[config.mk]
export PLATFORM = sky130hd
export DESIGN_NAME = yuv420_quad_to_rgb
export DESIGN_NICKNAME = d
export VERILOG_FILES = /design/src/hdl/yqrgb_pkg.sv /design/src/hdl/yqrgb_chroma.sv /design/src/hdl/yqrgb_lane.sv /design/src/hdl/yuv420_quad_to_rgb.sv
export SDC_FILE = /design/constraint.sdc
export NUM_CORES = 1
export LEC_CHECK = 0
export ABC_CLOCK_PERIOD_IN_PS = 8800
export CAP_MARGIN = 15
export CORE_MARGIN = 4
export CORE_UTILIZATION = 40
export CTS_BUF_LIST = sky130_fd_sc_hd__clkbuf_4 sky130_fd_sc_hd__clkbuf_8
export DETAILED_ROUTE_END_ITERATION = 10
export DONT_BUFFER_PORTS = 1
export PLACE_DENSITY = 0.51
export SLEW_MARGIN = 20
export SYNTH_ARGS = -nofsm -noshare
export SYNTH_HDL_FRONTEND = slang
export SYNTH_SLANG_ARGS = --single-unit
export TNS_END_PERCENT = 10
[constraint.sdc]
create_clock -name clock -period 8.8 [get_ports clock]
set_input_delay 1.32 -clock clock [delete_from_list [all_inputs] [get_ports clock]]
set_output_delay 1.32 -clock clock [all_outputs]
set_load 0.02 [all_outputs]
[src/hdl/yqrgb_pkg.sv]
// Types and constants shared by the YCbCr 4:2:0 quad to RGB converter.
`default_nettype none

package yqrgb_pkg;

   localparam int unsigned LaneCount = 4;
   localparam int unsigned TermWidth = 26;
   localparam int unsigned FracBits  = 16;

   // BT.709 full-range coefficients in signed 10.16 fixed point.
   localparam logic signed [TermWidth-1:0] CoefRCr = 26'sd103206;
   localparam logic signed [TermWidth-1:0] CoefGCb = -26'sd12276;
   localparam logic signed [TermWidth-1:0] CoefGCr = -26'sd30679;
   localparam logic signed [TermWidth-1:0] CoefBCb = 26'sd121608;
   localparam logic signed [8:0]           ChromaMid = 9'sd128;

   typedef struct packed {
      logic [7:0] y_tl;
      logic [7:0] y_tr;
      logic [7:0] y_bl;
      logic [7:0] y_br;
      logic [7:0] cb;
      logic [7:0] cr;
   } req_type;

   typedef struct packed {
      logic [7:0] r_tl;
      logic [7:0] g_tl;
      logic [7:0] b_tl;
      logic [7:0] r_tr;
      logic [7:0] g_tr;
      logic [7:0] b_tr;
      logic [7:0] r_bl;
      logic [7:0] g_bl;
      logic [7:0] b_bl;
      logic [7:0] r_br;
      logic [7:0] g_br;
      logic [7:0] b_br;
   } rsp_type;

   typedef struct packed {
      logic signed [TermWidth-1:0] add_r;
      logic signed [TermWidth-1:0] add_g;
      logic signed [TermWidth-1:0] add_b;
   } chroma_type;

   typedef struct packed {
      logic [7:0] r;
      logic [7:0] g;
      logic [7:0] b;
   } pix_type;

endpackage

`default_nettype wire

[src/hdl/yqrgb_chroma.sv]
// Shared chroma stage: scaled colour-difference terms for one quad, registered.
`default_nettype none

module yqrgb_chroma (
   input  wire logic                  clock,
   input  wire logic                  load,
   input  wire logic [7:0]            cb,
   input  wire logic [7:0]            cr,
   output      yqrgb_pkg::chroma_type terms
);

   logic signed [8:0]     cbv;
   logic signed [8:0]     crv;
   yqrgb_pkg::chroma_type terms_in;
   yqrgb_pkg::chroma_type terms_ff;

   always_comb begin
      cbv = $signed({1'b0, cb}) - yqrgb_pkg::ChromaMid;
      crv = $signed({1'b0, cr}) - yqrgb_pkg::ChromaMid;
      terms_in.add_r = yqrgb_pkg::TermWidth'(crv) * yqrgb_pkg::CoefRCr;
      terms_in.add_g = yqrgb_pkg::TermWidth'(cbv) * yqrgb_pkg::CoefGCb
                     + yqrgb_pkg::TermWidth'(crv) * yqrgb_pkg::CoefGCr;
      terms_in.add_b = yqrgb_pkg::TermWidth'(cbv) * yqrgb_pkg::CoefBCb;
   end

   always_ff @(posedge clock) begin
      if (load) begin
         terms_ff <= terms_in;
      end
   end

   assign terms = terms_ff;

endmodule

`default_nettype wire

[src/hdl/yqrgb_lane.sv]
// One pixel lane: adds the chroma terms to luma, floors and clamps to 0..255.
`default_nettype none

module yqrgb_lane (
   input  wire logic [7:0]            y,
   input  wire yqrgb_pkg::chroma_type terms,
   output      yqrgb_pkg::pix_type    pix
);

   function automatic logic [7:0] clamp_add(
      input logic [7:0]                            luma,
      input logic signed [yqrgb_pkg::TermWidth-1:0] term
   );
      logic signed [9:0]  whole;
      logic signed [10:0] sum;
      // Luma carries no fraction, so only the integer part of the term matters.
      whole = $signed(term[yqrgb_pkg::TermWidth-1:yqrgb_pkg::FracBits]);
      sum   = $signed({3'b000, luma}) + $signed({whole[9], whole});
      if (sum[10]) begin
         return 8'd0;
      end else if (sum[9:8] != 2'b00) begin
         return 8'd255;
      end else begin
         return sum[7:0];
      end
   endfunction

   always_comb begin
      pix.r = clamp_add(y, terms.add_r);
      pix.g = clamp_add(y, terms.add_g);
      pix.b = clamp_add(y, terms.add_b);
   end

endmodule

`default_nettype wire

[src/hdl/yuv420_quad_to_rgb.sv]
// Top level of the BT.709 full-range YCbCr 4:2:0 quad to RGB converter.
//
// Each request transaction carries one 2x2 quad: four luma bytes and the
// shared Cb and Cr bytes. Each response transaction carries R, G and B for
// the four pixels, in the same order as the requests.
// The pipeline has two stages: the first registers the shared chroma terms
// and the lumas, the second runs four pixel lanes side by side and registers
// the packed result. A quad in the first stage moves into the output register
// as soon as that register is free, and rsp_valid rises with it.
// Throughput is one quad per clock while the receiver keeps rsp_ready high;
// the chroma multipliers and the lane adders each sit in a stage of their own.
// When the receiver holds rsp_ready low the result stays in the output
// register and the first stage keeps accepting until it is full too, after
// which req_ready falls. A synchronous reset empties both stages.
`default_nettype none

module yuv420_quad_to_rgb (
   input  wire logic               clock,
   input  wire logic               reset,
   input  wire logic               req_valid,
   output      logic               req_ready,
   input  wire yqrgb_pkg::req_type req_data,
   output      logic               rsp_valid,
   input  wire logic               rsp_ready,
   output      yqrgb_pkg::rsp_type rsp_data
);

   logic                  s1_valid_ff;
   logic                  s1_valid_in;
   logic                  s1_load;
   logic [7:0]            luma_ff [yqrgb_pkg::LaneCount];
   logic                  rsp_valid_ff;
   logic                  rsp_valid_in;
   logic                  s2_ready;
   yqrgb_pkg::rsp_type    rsp_data_ff;
   yqrgb_pkg::rsp_type    rsp_data_in;
   yqrgb_pkg::chroma_type terms;
   yqrgb_pkg::pix_type    pix [yqrgb_pkg::LaneCount];

   assign s2_ready  = !rsp_valid_ff || rsp_ready;
   assign req_ready = !s1_valid_ff || s2_ready;
   assign s1_load   = req_valid && req_ready;

   always_comb begin
      s1_valid_in = s1_valid_ff;
      if (req_ready) begin
         s1_valid_in = req_valid;
      end
      rsp_valid_in = rsp_valid_ff;
      if (s2_ready) begin
         rsp_valid_in = s1_valid_ff;
      end
   end

   always_ff @(posedge clock) begin
      if (reset) begin
         s1_valid_ff  <= 1'b0;
         rsp_valid_ff <= 1'b0;
      end else begin
         s1_valid_ff  <= s1_valid_in;
         rsp_valid_ff <= rsp_valid_in;
      end
   end

   always_ff @(posedge clock) begin
      if (s1_load) begin
         luma_ff[0] <= req_data.y_tl;
         luma_ff[1] <= req_data.y_tr;
         luma_ff[2] <= req_data.y_bl;
         luma_ff[3] <= req_data.y_br;
      end
   end

   yqrgb_chroma u_chroma (
      .clock (clock),
      .load  (s1_load),
      .cb    (req_data.cb),
      .cr    (req_data.cr),
      .terms (terms)
   );

   for (genvar lane = 0; lane < yqrgb_pkg::LaneCount; lane++) begin : g_lane
      yqrgb_lane u_lane (
         .y     (luma_ff[lane]),
         .terms (terms),
         .pix   (pix[lane])
      );
   end

   // Merge the four lanes into the response layout.
   always_comb begin
      rsp_data_in.r_tl = pix[0].r;
      rsp_data_in.g_tl = pix[0].g;
      rsp_data_in.b_tl = pix[0].b;
      rsp_data_in.r_tr = pix[1].r;
      rsp_data_in.g_tr = pix[1].g;
      rsp_data_in.b_tr = pix[1].b;
      rsp_data_in.r_bl = pix[2].r;
      rsp_data_in.g_bl = pix[2].g;
      rsp_data_in.b_bl = pix[2].b;
      rsp_data_in.r_br = pix[3].r;
      rsp_data_in.g_br = pix[3].g;
      rsp_data_in.b_br = pix[3].b;
   end

   always_ff @(posedge clock) begin
      if (s1_valid_ff && s2_ready) begin
         rsp_data_ff <= rsp_data_in;
      end
   end

   assign rsp_valid = rsp_valid_ff;
   assign rsp_data  = rsp_data_ff;

endmodule

`default_nettype wire

== Word level (Yosys, flattened, before mapping) ==
Memories as Yosys holds them, arrays and structs flattened.
Cells that the tools add are included.

* $add $sub $neg: 15
* Mux-type cells: 14
* Multiply operators: 4
* Reduce and logical (&&, ||, !) cells: 18

{| class="wikitable"
|+ Operator list
! cell !! count
|-
| $add A9 B10 Y11 || 12
|-
| $mux W8 || 12
|-
| $add A26 B26 Y26 || 1
|-
| $mul A9 B16 Y25 const B || 1
|-
| $mul A9 B17 Y25 const B || 1
|-
| $reduce_bool A2 Y1 || 12
|-
| $mul A9 B15 Y23 const B || 1
|-
| $mul A9 B13 Y22 const B || 1
|-
| $sub A8 B8 Y9 const B || 2
|-
| $logic_and A1 B1 Y1 || 2
|-
| $logic_not A1 Y1 || 2
|-
| $logic_or A1 B1 Y1 || 2
|-
| $mux W1 || 2
|}

* RAM bits: 32
* Input port bits: 52
* Output and inout bits: 98
* Memories kept: 1
* Register bits after elaboration: 172

{| class="wikitable"
|+ Memories
! name !! depth !! bits a word !! read ports !! clocked after memory_dff !! write ports !! line !! text
|-
| luma_ff || 4 || 8 || 4 || 0 || 4 || yuv420_quad_to_rgb.sv:31 || <nowiki>logic [7:0] luma_ff [yqrgb_pkg::LaneCount];</nowiki>
|}

== Longest topological paths before layout ==
Gate-level depths: netlist (run 1).

* Depth after elaboration: 6
* Mapped depth: 27
* Mapped depth without buffers: 27

== Modules after synthesis ==
From an unflattened synthesis (run 1), not the netlist that was laid out.

* Cells, all modules: 1941
* Area, all modules: 20628.5 um^2

{| class="wikitable"
|+ By module, submodules not included
! module !! seq. area each (um^2) !! instances !! area an instance (um^2) !! cells each
|-
| yqrgb_chroma || 2192.1 || 1 || 10940.5 || 1028
|-
| yqrgb_lane (g_lane[1].u_lane ...) || 0.0 || 3 || 1428.9 || 194
|-
| yuv420_quad_to_rgb || 3883.7 || 1 || 3947.5 || 138
|-
| yqrgb_lane (g_lane[0].u_lane) || 0.0 || 1 || 1453.9 || 193
|}

== Worst setup path after synthesis (run 1) ==
OpenSTA, ideal clock, no wires.

* Path type: input-to-reg
* From: input port req_data[7] in the netlist's numbering
* To: register u_chroma.terms_ff, in the netlist u_chroma.terms[50] (data pin)
* Data required time: 8.541 ns
* Path slack: 1.981 ns
* Arrival: 6.560 ns
* Stages: 24
* Setup time: 0.259 ns
* Path through: inv_1 -> ha_1 -> inv_1 -> fa_1 -> inv_1 -> fa_1 -> inv_1 -> fa_1 -> inv_1 -> ha_1 -> nor2b_1 -> o31a_1 -> or4b_1 -> a41o_1 -> and3_4 -> nor2_1 -> xnor2_1 -> ha_1 -> a211o_1 -> o221a_2 -> o21a_1 -> a311o_1 -> a21oi_1 -> xnor2_1

{| class="wikitable"
|+ RTL lines
! element !! line !! text
|-
| start, declared || yuv420_quad_to_rgb.sv:22 || <nowiki>input wire yqrgb_pkg::req_type req_data,</nowiki>
|-
| end signal, assigned || yqrgb_chroma.sv:28 || <nowiki>terms_ff <= terms_in;</nowiki>
|-
| end, declared || yqrgb_chroma.sv:15 || <nowiki>yqrgb_pkg::chroma_type terms_ff;</nowiki>
|}

==> impl_metrics.prom, run 1 <==
# TYPE chip_impl_metric gauge
chip_impl_metric{name="ff2ff_setup_slack",unit="ns"} 5.10
chip_impl_metric{name="detailedPlacementHpwl",unit="mm"} 38.2
chip_impl_metric{name="maxSlewViolCount",unit=""} 0
chip_impl_metric{name="first_global_vias",unit=""} 12900
chip_impl_metric{name="internal_power_consumption",unit="mW"} 3.72
chip_impl_info{name="hp-start",value="s1_valid_ff"} 1
chip_impl_metric{name="drt_iter0_markers",unit=""} 716
chip_impl_metric{name="period_minus_slack",unit="ns"} 6.83
chip_impl_metric{name="detail_route.wl_per_cell",unit="um"} 18.7
chip_impl_metric{name="drc",unit=""} 0
chip_impl_metric{name="post_cts_resized",unit=""} 0
chip_impl_metric{name="design.final.nets",unit=""} 2358
chip_impl_metric{name="postSynthNetCount",unit=""} 2352
chip_impl_info{name="status",value="finished, final reports clean"} 1
chip_impl_metric{name="cp.arrival",unit="ns"} 7.07
chip_impl_metric{name="syn_area_per_cell",unit="um^2"} 10.1
chip_impl_info{name="timing.critical_path.slowest_stage_cell",value="sky130_fd_sc_hd__fa_1"} 1
chip_impl_metric{name="portBuffers",unit=""} 0
chip_impl_info{name="most-common-layout-cells",value="sky130_fd_sc_hd__ha_1 (372), sky130_fd_sc_hd__inv_1 (245), sky130_fd_sc_hd__edfxtp_1 (158)"} 1
chip_impl_metric{name="worstPathBufferInverterCount",unit=""} 5
chip_impl_metric{name="row_count",unit=""} 78
chip_impl_metric{name="yosysSeqAreaShare",unit="%"} 26.1
chip_impl_metric{name="io_pins",unit=""} 150
chip_impl_metric{name="synth-warning-count",unit=""} 0
chip_impl_metric{name="vias",unit=""} 13200
chip_impl_metric{name="power_switching_share",unit="%"} 47.9
chip_impl_metric{name="cp_max_fo",unit=""} 13
chip_impl_metric{name="fillCellCount",unit=""} 4446
chip_impl_metric{name="antenna_found_initial",unit=""} 5
chip_impl_metric{name="comb_power_share",unit="%"} 69.9
chip_impl_metric{name="timing.slew.headroom",unit="%"} 40.3
chip_impl_metric{name="cellLeakagePower",unit="nW"} 9.03
chip_impl_info{name="worst_path_most_repeated_cell",value="sky130_fd_sc_hd__inv_1"} 1
chip_impl_metric{name="grt_overflow_total",unit=""} 0
chip_impl_metric{name="worst_hold_path.num_cells",unit=""} 2
chip_impl_metric{name="timing.critical_path.slowest_cell_delay",unit="ns"} 0.50
chip_impl_metric{name="synth_top_area_share",unit="%"} 25.8
chip_impl_metric{name="layout-drive-gt1-share",unit="%"} 3.21
chip_impl_metric{name="cts.sink_count",unit=""} 160
chip_impl_metric{name="htreeDepth",unit=""} 4
chip_impl_metric{name="layout_worst_path_cycle_share",unit="%"} 77.6
chip_impl_metric{name="cts-root-to-sink-buffers",unit=""} 2
chip_impl_info{name="synth_top_flop_cell",value="sky130_fd_sc_hd__edfxtp_1"} 1
chip_impl_metric{name="setup_viol",unit=""} 0
chip_impl_metric{name="synth_async_sr_flop_share",unit="%"} 0
chip_impl_metric{name="tns",unit="ns"} 0
chip_impl_metric{name="maxClockFrequency",unit="MHz"} 146
chip_impl_info{name="tritoncts",value="built"} 1
chip_impl_metric{name="cts-hold-fix-buffers",unit=""} 0
chip_impl_info{name="hp-class",value="reg -> reg"} 1
chip_impl_metric{name="power_density",unit="mW/mm^2"} 367
chip_impl_metric{name="worst-slew-pin-transition",unit="ns"} 0.895
chip_impl_info{name="synth.area.top_cells",value="sky130_fd_sc_hd__edfxtp_1 (26%), sky130_fd_sc_hd__ha_1 (25%), sky130_fd_sc_hd__fa_1 (12%), sky130_fd_sc_hd__inv_1 (5.0%), sky130_fd_sc_hd__xnor2_1 (4.2%)"} 1
chip_impl_metric{name="pwr-share-clk",unit="%"} 7.3
chip_impl_info{name="criticalPathCategory",value="in -> reg"} 1
chip_impl_metric{name="layout-area-overhead-vs-synth",unit="%"} 6.06
chip_impl_metric{name="synth.ff_latch_count",unit=""} 160
chip_impl_metric{name="post_detailed_routing_wire_length",unit="mm"} 45.7
chip_impl_metric{name="switching_power",unit="mW"} 3.42
chip_impl_metric{name="final_core_utilization",unit="%"} 42.9
chip_impl_info{name="setup_repair_after_global_routing_missed_its_margin",value="false"} 1
chip_impl_metric{name="gp_routability_congestion",unit=""} 0.879
chip_impl_metric{name="worst_ep_required_time",unit="ns"} 9.04
chip_impl_metric{name="synthesis.instances",unit=""} 1821
chip_impl_info{name="post-synth-top-area-cell",value="sky130_fd_sc_hd__edfxtp_1"} 1
chip_impl_metric{name="cts.clk_slew.worst_paths",unit="ns"} 0.08
chip_impl_metric{name="cp_num_cells",unit=""} 27
chip_impl_metric{name="start_util",unit="%"} 40.5
chip_impl_metric{name="numCtsBuffers",unit=""} 17
chip_impl_info{name="critical-path-top-delay-family",value="compound AO/OA/AOI/OAI gates"} 1
chip_impl_metric{name="ys_types",unit=""} 70
chip_impl_metric{name="grtUsageTotal",unit="%"} 18.5
chip_impl_info{name="worst_hold_path.endpoint",value="rsp_valid"} 1
chip_impl_metric{name="grt_first_pass_wirelength",unit="mm"} 72.5
chip_impl_info{name="cp-end-kind",value="flop"} 1
chip_impl_metric{name="drt_first_pass_iters",unit=""} 5
chip_impl_metric{name="report.final.hold_viol_count",unit=""} 0
chip_impl_info{name="critical_path.reg2reg.startpoint",value="u_chroma.terms[43]"} 1
chip_impl_metric{name="worst_case_reg_to_reg_path_depth",unit=""} 10
chip_impl_info{name="clock-root-buffer",value="sky130_fd_sc_hd__clkbuf_8"} 1
chip_impl_metric{name="detail-route-antenna-nets",unit=""} 0
chip_impl_metric{name="die_area",unit="mm^2"} 0.0494
chip_impl_metric{name="drt-vias-per-instance",unit=""} 5.39
chip_impl_metric{name="sequentialPowerShare",unit="%"} 22.9
chip_impl_metric{name="clk_latency",unit="ns"} 0.49
chip_impl_metric{name="post-route-cell-area",unit="mm^2"} 0.0195
chip_impl_metric{name="cts.repair_timing.setup_buffer_count",unit=""} 0
chip_impl_metric{name="fp.coreArea",unit="mm^2"} 0.0454
chip_impl_metric{name="drv.max_cap_violation_count",unit=""} 0
chip_impl_info{name="final_common_cell",value="sky130_fd_sc_hd__ha_1"} 1
chip_impl_info{name="critical_path.startpoint_type",value="input port"} 1
chip_impl_metric{name="chipWidth",unit="um"} 222
chip_impl_metric{name="grt_start_max_net_pins",unit=""} 63
chip_impl_info{name="reg2reg_capture_point",value="rsp_data[12]"} 1
chip_impl_metric{name="die_height",unit="um"} 222
chip_impl_metric{name="synth.cell_area",unit="mm^2"} 0.0184
chip_impl_metric{name="synth-edff-count",unit=""} 158
chip_impl_metric{name="clock-skew-final",unit="ns"} 0.0161
chip_impl_metric{name="vdd_ir_drop_max",unit="mV"} 0.311
chip_impl_metric{name="placed_cell_area",unit="mm^2"} 0.0191
## registers in the layout, indices dropped and copies added, names as in the netlist
signal,flops
luma_ff,32
rsp_valid,1
s1_valid_ff,1
u_chroma.terms,30
rsp_data,96
## layout make-up
type                       count  area (um^2)  area share, %
multi-input combinational   1394        12600           64.6
clock buffer                  17          234           1.20
timing repair buffer           8         60.1          0.308
sequential                   160         4780           24.6
antenna                        2         5.00         0.0257
clock inverter                14          134          0.687
tap                          600          751           3.85
inverter                     246          923           4.74
## layer usage
metal / track usage (%) / wire [um] / up-vias
met4: 5.62 / 1130 / 2
met2: 30.6 / 21800 / 226
met1: 25.1 / 21100 / 6324
met5: 0 / 13 / -
li1: - / - / 6541
met3: 3.07 / 1610 / 59
## power by group through the flow
| stage | registers [mW] | clock network [mW] | logic [mW] |
|---|---|---|---|
| 2_1_floorplan | 1.52 | 0 | 3.93 |
| 3_3_place_gp | 1.65 | 0 | 4.91 |
| 3_5_place_dp | 1.65 | 0 | 4.98 |
| 4_1_cts | 1.64 | 0.542 | 5.03 |
| 5_1_grt | 1.65 | 0.573 | 5.67 |
| 6_report | 1.63 | 0.519 | 4.99 |
## worst max path at each step
stage	startpoint	endpoint	slack, ns
5_1_grt	req_data[7]	u_chroma.terms[50]	1.43
6_report	req_data[7]	u_chroma.terms[50]	1.97
2_1_floorplan	req_data[7]	u_chroma.terms[50]	1.98
3_5_place_dp	req_data[7]	u_chroma.terms[50]	1.47
4_1_cts	req_data[7]	u_chroma.terms[50]	1.99
3_3_place_gp	req_data[7]	u_chroma.terms[50]	1.53
## per-stage QoR
step           worst slack [ns]  cells  hold WS, ns  power, mW
6_report                   1.97   2441        0.522       7.14
3_3_place_gp               1.53   2408        0.508       6.56
3_5_place_dp               1.47   2408        0.506       6.64
5_1_grt                    1.43   2440        0.565       7.90
2_1_floorplan              1.98   1821        0.478       5.45
4_1_cts                    1.99   2439        0.525       7.21
## worst register-to-register path, delay by kind of cell, from the launching register on
| family | cells | cell delay [ns] |
|---|---|---|
| adder cells (fa/ha/maj) | 1 | 0.52 |
| AND/OR/NAND/NOR | 2 | 0.30 |
| AO/OA/AOI/OAI | 6 | 1.80 |
| buffers and inverters | 1 | 0.27 |
| flip-flops | 1 | 0.54 |
## logic make-up (layout without fill, tap and decap cells)
family                     count (synthesis)  in the layout  synth area share [%]
adders and majority gates                479            479                  37.0
buffers and inverters                    267            285                  5.46
and+or+nand+nor                          341            341                  9.31
DFF                                      160            160                  26.1
muxes                                      2              2                 0.109
AOI/OAI and AO/OA                        448            448                  16.1
xor gates and xnor gates                 124            124                  5.91
other                                      0              2                     0
## cell usage after synthesis, types with 15 or more instances
cell,n
sky130_fd_sc_hd__edfxtp_1,158
sky130_fd_sc_hd__a21oi_1,122
sky130_fd_sc_hd__a21boi_0,15
sky130_fd_sc_hd__o21ai_0,97
sky130_fd_sc_hd__nor2_1,111
sky130_fd_sc_hd__o21a_1,30
sky130_fd_sc_hd__xnor2_1,88
sky130_fd_sc_hd__xor2_1,36
sky130_fd_sc_hd__nor3_1,32
sky130_fd_sc_hd__clkbuf_1,19
sky130_fd_sc_hd__nor2b_1,27
sky130_fd_sc_hd__fa_1,107
sky130_fd_sc_hd__nand3_1,22
sky130_fd_sc_hd__inv_1,245
sky130_fd_sc_hd__ha_1,372
sky130_fd_sc_hd__nand2b_1,28
sky130_fd_sc_hd__nand2_1,50
sky130_fd_sc_hd__a21o_1,50
Power figures use the tool's default switching activity.
==> inputs of run 2 (changes only) <==
--- a/config.mk
+++ b/config.mk
@@ -5,14 +5,14 @@
 export SDC_FILE = /design/constraint.sdc
 export NUM_CORES = 1
 export LEC_CHECK = 0
-export ABC_CLOCK_PERIOD_IN_PS = 8800
+export ABC_CLOCK_PERIOD_IN_PS = 5920
 export CAP_MARGIN = 15
 export CORE_MARGIN = 4
 export CORE_UTILIZATION = 40
 export CTS_BUF_LIST = sky130_fd_sc_hd__clkbuf_4 sky130_fd_sc_hd__clkbuf_8
 export DETAILED_ROUTE_END_ITERATION = 10
 export DONT_BUFFER_PORTS = 1
-export PLACE_DENSITY = 0.51
+export PLACE_DENSITY = 0.53
 export SLEW_MARGIN = 20
 export SYNTH_ARGS = -nofsm -noshare
 export SYNTH_HDL_FRONTEND = slang
==> constraint.sdc (replaced) <==
create_clock -name clock -period 5.92 [get_ports clock]
set_input_delay 0.888 -clock clock [delete_from_list [all_inputs] [get_ports clock]]
set_output_delay 0.888 -clock clock [all_outputs]
set_load 0.02 [all_outputs]
==> impl_metrics.prom, run 2 (synthesis gave the netlist of run 1 again) <==
# TYPE chip_impl_metric gauge
chip_impl_info{name="status",value="finished, final reports clean"} 1
chip_impl_info{name="final_common_cell",value="sky130_fd_sc_hd__ha_1"} 1
chip_impl_metric{name="maxSlewViolCount",unit=""} 0
chip_impl_metric{name="antenna_found_initial",unit=""} 5
chip_impl_metric{name="htreeDepth",unit=""} 4
chip_impl_metric{name="grt_first_pass_wirelength",unit="mm"} 73.1
chip_impl_metric{name="cts-root-to-sink-buffers",unit=""} 2
chip_impl_metric{name="cp_max_fo",unit=""} 6
chip_impl_metric{name="detail-route-antenna-nets",unit=""} 0
chip_impl_metric{name="chipWidth",unit="um"} 222
chip_impl_metric{name="die_height",unit="um"} 222
chip_impl_metric{name="period_minus_slack",unit="ns"} 5.60
chip_impl_metric{name="vias",unit=""} 13500
chip_impl_metric{name="worst-slew-pin-transition",unit="ns"} 0.871
chip_impl_metric{name="maxClockFrequency",unit="MHz"} 178
chip_impl_metric{name="detail_route.wl_per_cell",unit="um"} 18.8
chip_impl_metric{name="numCtsBuffers",unit=""} 17
chip_impl_metric{name="cellLeakagePower",unit="nW"} 9.27
chip_impl_metric{name="drt-vias-per-instance",unit=""} 5.43
chip_impl_metric{name="post_cts_resized",unit=""} 0
chip_impl_info{name="hp-class",value="in -> reg"} 1
chip_impl_metric{name="detailedPlacementHpwl",unit="mm"} 38.9
chip_impl_info{name="most-common-layout-cells",value="sky130_fd_sc_hd__ha_1 (367), sky130_fd_sc_hd__inv_1 (241), sky130_fd_sc_hd__edfxtp_1 (158)"} 1
chip_impl_metric{name="worst_case_reg_to_reg_path_depth",unit=""} 10
chip_impl_info{name="reg2reg_capture_point",value="rsp_data[10]"} 1
chip_impl_metric{name="setup_viol",unit=""} 0
chip_impl_metric{name="report.final.hold_viol_count",unit=""} 0
chip_impl_metric{name="timing.critical_path.slowest_cell_delay",unit="ns"} 0.55
chip_impl_metric{name="post-layout-total-power",unit="mW"} 11.3
chip_impl_metric{name="start_util",unit="%"} 40.5
chip_impl_metric{name="grt_start_max_net_pins",unit=""} 63
chip_impl_metric{name="drc",unit=""} 0
chip_impl_info{name="worst_hold_path.endpoint",value="rsp_valid"} 1
chip_impl_metric{name="cts.clk_slew.worst_paths",unit="ns"} 0.08
chip_impl_metric{name="cts.repair_timing.setup_buffer_count",unit=""} 0
chip_impl_metric{name="worst_hold_path.num_cells",unit=""} 1
chip_impl_metric{name="grtUsageTotal",unit="%"} 18.7
chip_impl_metric{name="cp.arrival",unit="ns"} 5.84
chip_impl_info{name="criticalPathCategory",value="in -> reg"} 1
chip_impl_info{name="worst_path_most_repeated_cell",value="sky130_fd_sc_hd__ha_4"} 1
chip_impl_metric{name="finalHoldWorstSlack",unit="ns"} 0.471
chip_impl_metric{name="drt_first_pass_iters",unit=""} 5
chip_impl_info{name="clock-root-buffer",value="sky130_fd_sc_hd__clkbuf_8"} 1
chip_impl_metric{name="cts-hold-fix-buffers",unit=""} 0
chip_impl_metric{name="post_detailed_routing_wire_length",unit="mm"} 46.8
chip_impl_metric{name="place_inst",unit=""} 2453
chip_impl_metric{name="timing.slew.headroom",unit="%"} 41.3
chip_impl_metric{name="drt_iter0_markers",unit=""} 701
chip_impl_metric{name="layout-area-overhead-vs-synth",unit="%"} 8.76
chip_impl_metric{name="fp.coreArea",unit="mm^2"} 0.0454
chip_impl_info{name="hp-start",value="reset"} 1
chip_impl_metric{name="clk_latency",unit="ns"} 0.48
chip_impl_metric{name="portBuffers",unit=""} 0
chip_impl_info{name="critical_path.startpoint_type",value="input port"} 1
chip_impl_metric{name="final_core_utilization",unit="%"} 44.0
chip_impl_metric{name="grt_overflow_total",unit=""} 0
chip_impl_info{name="timing.critical_path.slowest_stage_cell",value="sky130_fd_sc_hd__fa_2"} 1
chip_impl_metric{name="ff2ff_setup_slack",unit="ns"} 2.35
chip_impl_metric{name="cts.sink_count",unit=""} 160
chip_impl_metric{name="die_area",unit="mm^2"} 0.0494
chip_impl_metric{name="layout_worst_path_cycle_share",unit="%"} 94.7
chip_impl_metric{name="power_density",unit="mW/mm^2"} 565
chip_impl_metric{name="clock-skew-final",unit="ns"} 0.0138
chip_impl_metric{name="design.final.nets",unit=""} 2403
chip_impl_info{name="cp-end-kind",value="flop"} 1
chip_impl_metric{name="layoutNonFillerInstCount",unit=""} 2489
chip_impl_info{name="critical_path.reg2reg.startpoint",value="luma_ff[3][1]"} 1
chip_impl_metric{name="vdd_ir_drop_max",unit="mV"} 0.593
chip_impl_metric{name="row_count",unit=""} 78
chip_impl_metric{name="largest_register_ffs",unit=""} 96
chip_impl_metric{name="worst_ep_required_time",unit="ns"} 6.16
chip_impl_metric{name="io_pins",unit=""} 150
chip_impl_metric{name="ff_latch_area",unit="mm^2"} 0.00478
chip_impl_metric{name="fillCellCount",unit=""} 4364
chip_impl_metric{name="drv.max_cap_violation_count",unit=""} 0
chip_impl_info{name="tritoncts",value="built"} 1
chip_impl_info{name="setup_repair_after_global_routing_missed_its_margin",value="false"} 1
chip_impl_metric{name="multi_input_combinational_cell_area",unit="mm^2"} 0.0127
chip_impl_metric{name="first_global_vias",unit=""} 13200
chip_impl_metric{name="layout-drive-gt1-share",unit="%"} 6.31
chip_impl_metric{name="gp_routability_congestion",unit=""} 0.908
chip_impl_info{name="path_cells",value="clkinvlp_4 -> ha_4 -> inv_2 -> fa_1 -> inv_1 -> fa_2 -> ha_4 -> ha_4 -> a21oi_4 -> nor2b_4 -> o31a_1 -> or4b_1 -> nand2_1 -> xnor2_1 -> ha_1 -> nand4_1 -> nor3_1 -> a211oi_1 -> o211ai_1 -> o21a_1 -> a311o_1 -> a21oi_2 -> xnor2_1"} 1
==> run 2: worst max-delay path by stage <==
stage,slack (ns),startpoint,end,cells after the start
after detailed placement,-0.21,req_data[7],u_chroma.terms[50],23
after floorplan,-0.14,req_data[7],u_chroma.terms[50],24
after global routing,0.05,req_data[7],u_chroma.terms[50],26
final,0.32,req_data[7],u_chroma.terms[50],23
after global placement,-0.11,req_data[7],u_chroma.terms[50],24
after CTS,0.34,req_data[7],u_chroma.terms[50],23
==> run 2: power by group <==
| part | switching, mW | internal, mW |
|---|---|---|
| Sequential | 0.483 | 1.92 |
| Combinational | 4.33 | 3.67 |
| Clock | 0.411 | 0.476 |
| Total | 5.22 | 6.07 |
==> run 2: worst max-delay path, delay by kind of cell <==
kind	cells	cell delay (ns)
AOI/OAI and AO/OA	7	1.65
xor gates and xnor gates	2	0.20
adders and majority gates	6	1.99
buffers and inverters	3	0.16
and+or+nand+nor	5	0.94
==> run 2: metal layers <==
| metal | GRT usage, % | part of all wire (%) | vias to the layer above |
|---|---|---|---|
| met5 | 0 | 0.064 | - |
| met4 | 7.32 | 3.7 | 4 |
| met3 | 3.53 | 4.2 | 79 |
| met2 | 30.2 | 47 | 288 |
| met1 | 24.9 | 45 | 6503 |
| li1 | - | - | 6638 |
==> run 2: final cells by class <==
class / instances / share of cell area [%]
Timing Repair Buffer: 53 / 1.99
Tap cell: 600 / 3.76
Multi-Input combinational cell: 1394 / 63.4
Inverter: 246 / 4.64
Clock buffer: 20 / 1.28
Sequential cell: 160 / 24.0
Antenna cell: 4 / 0.0501
Clock inverter: 12 / 0.908
==> run 2: metrics by stage <==
stage	setup WS [ns]	instance area (um^2)	TNS, ns
5_1_grt	0.0497	20000	0
6_report	0.315	20000	0
2_1_floorplan	-0.137	18500	-0.275
3_5_place_dp	-0.212	19500	-0.851
3_3_place_gp	-0.114	19500	-0.252
4_1_cts	0.338	20000	0
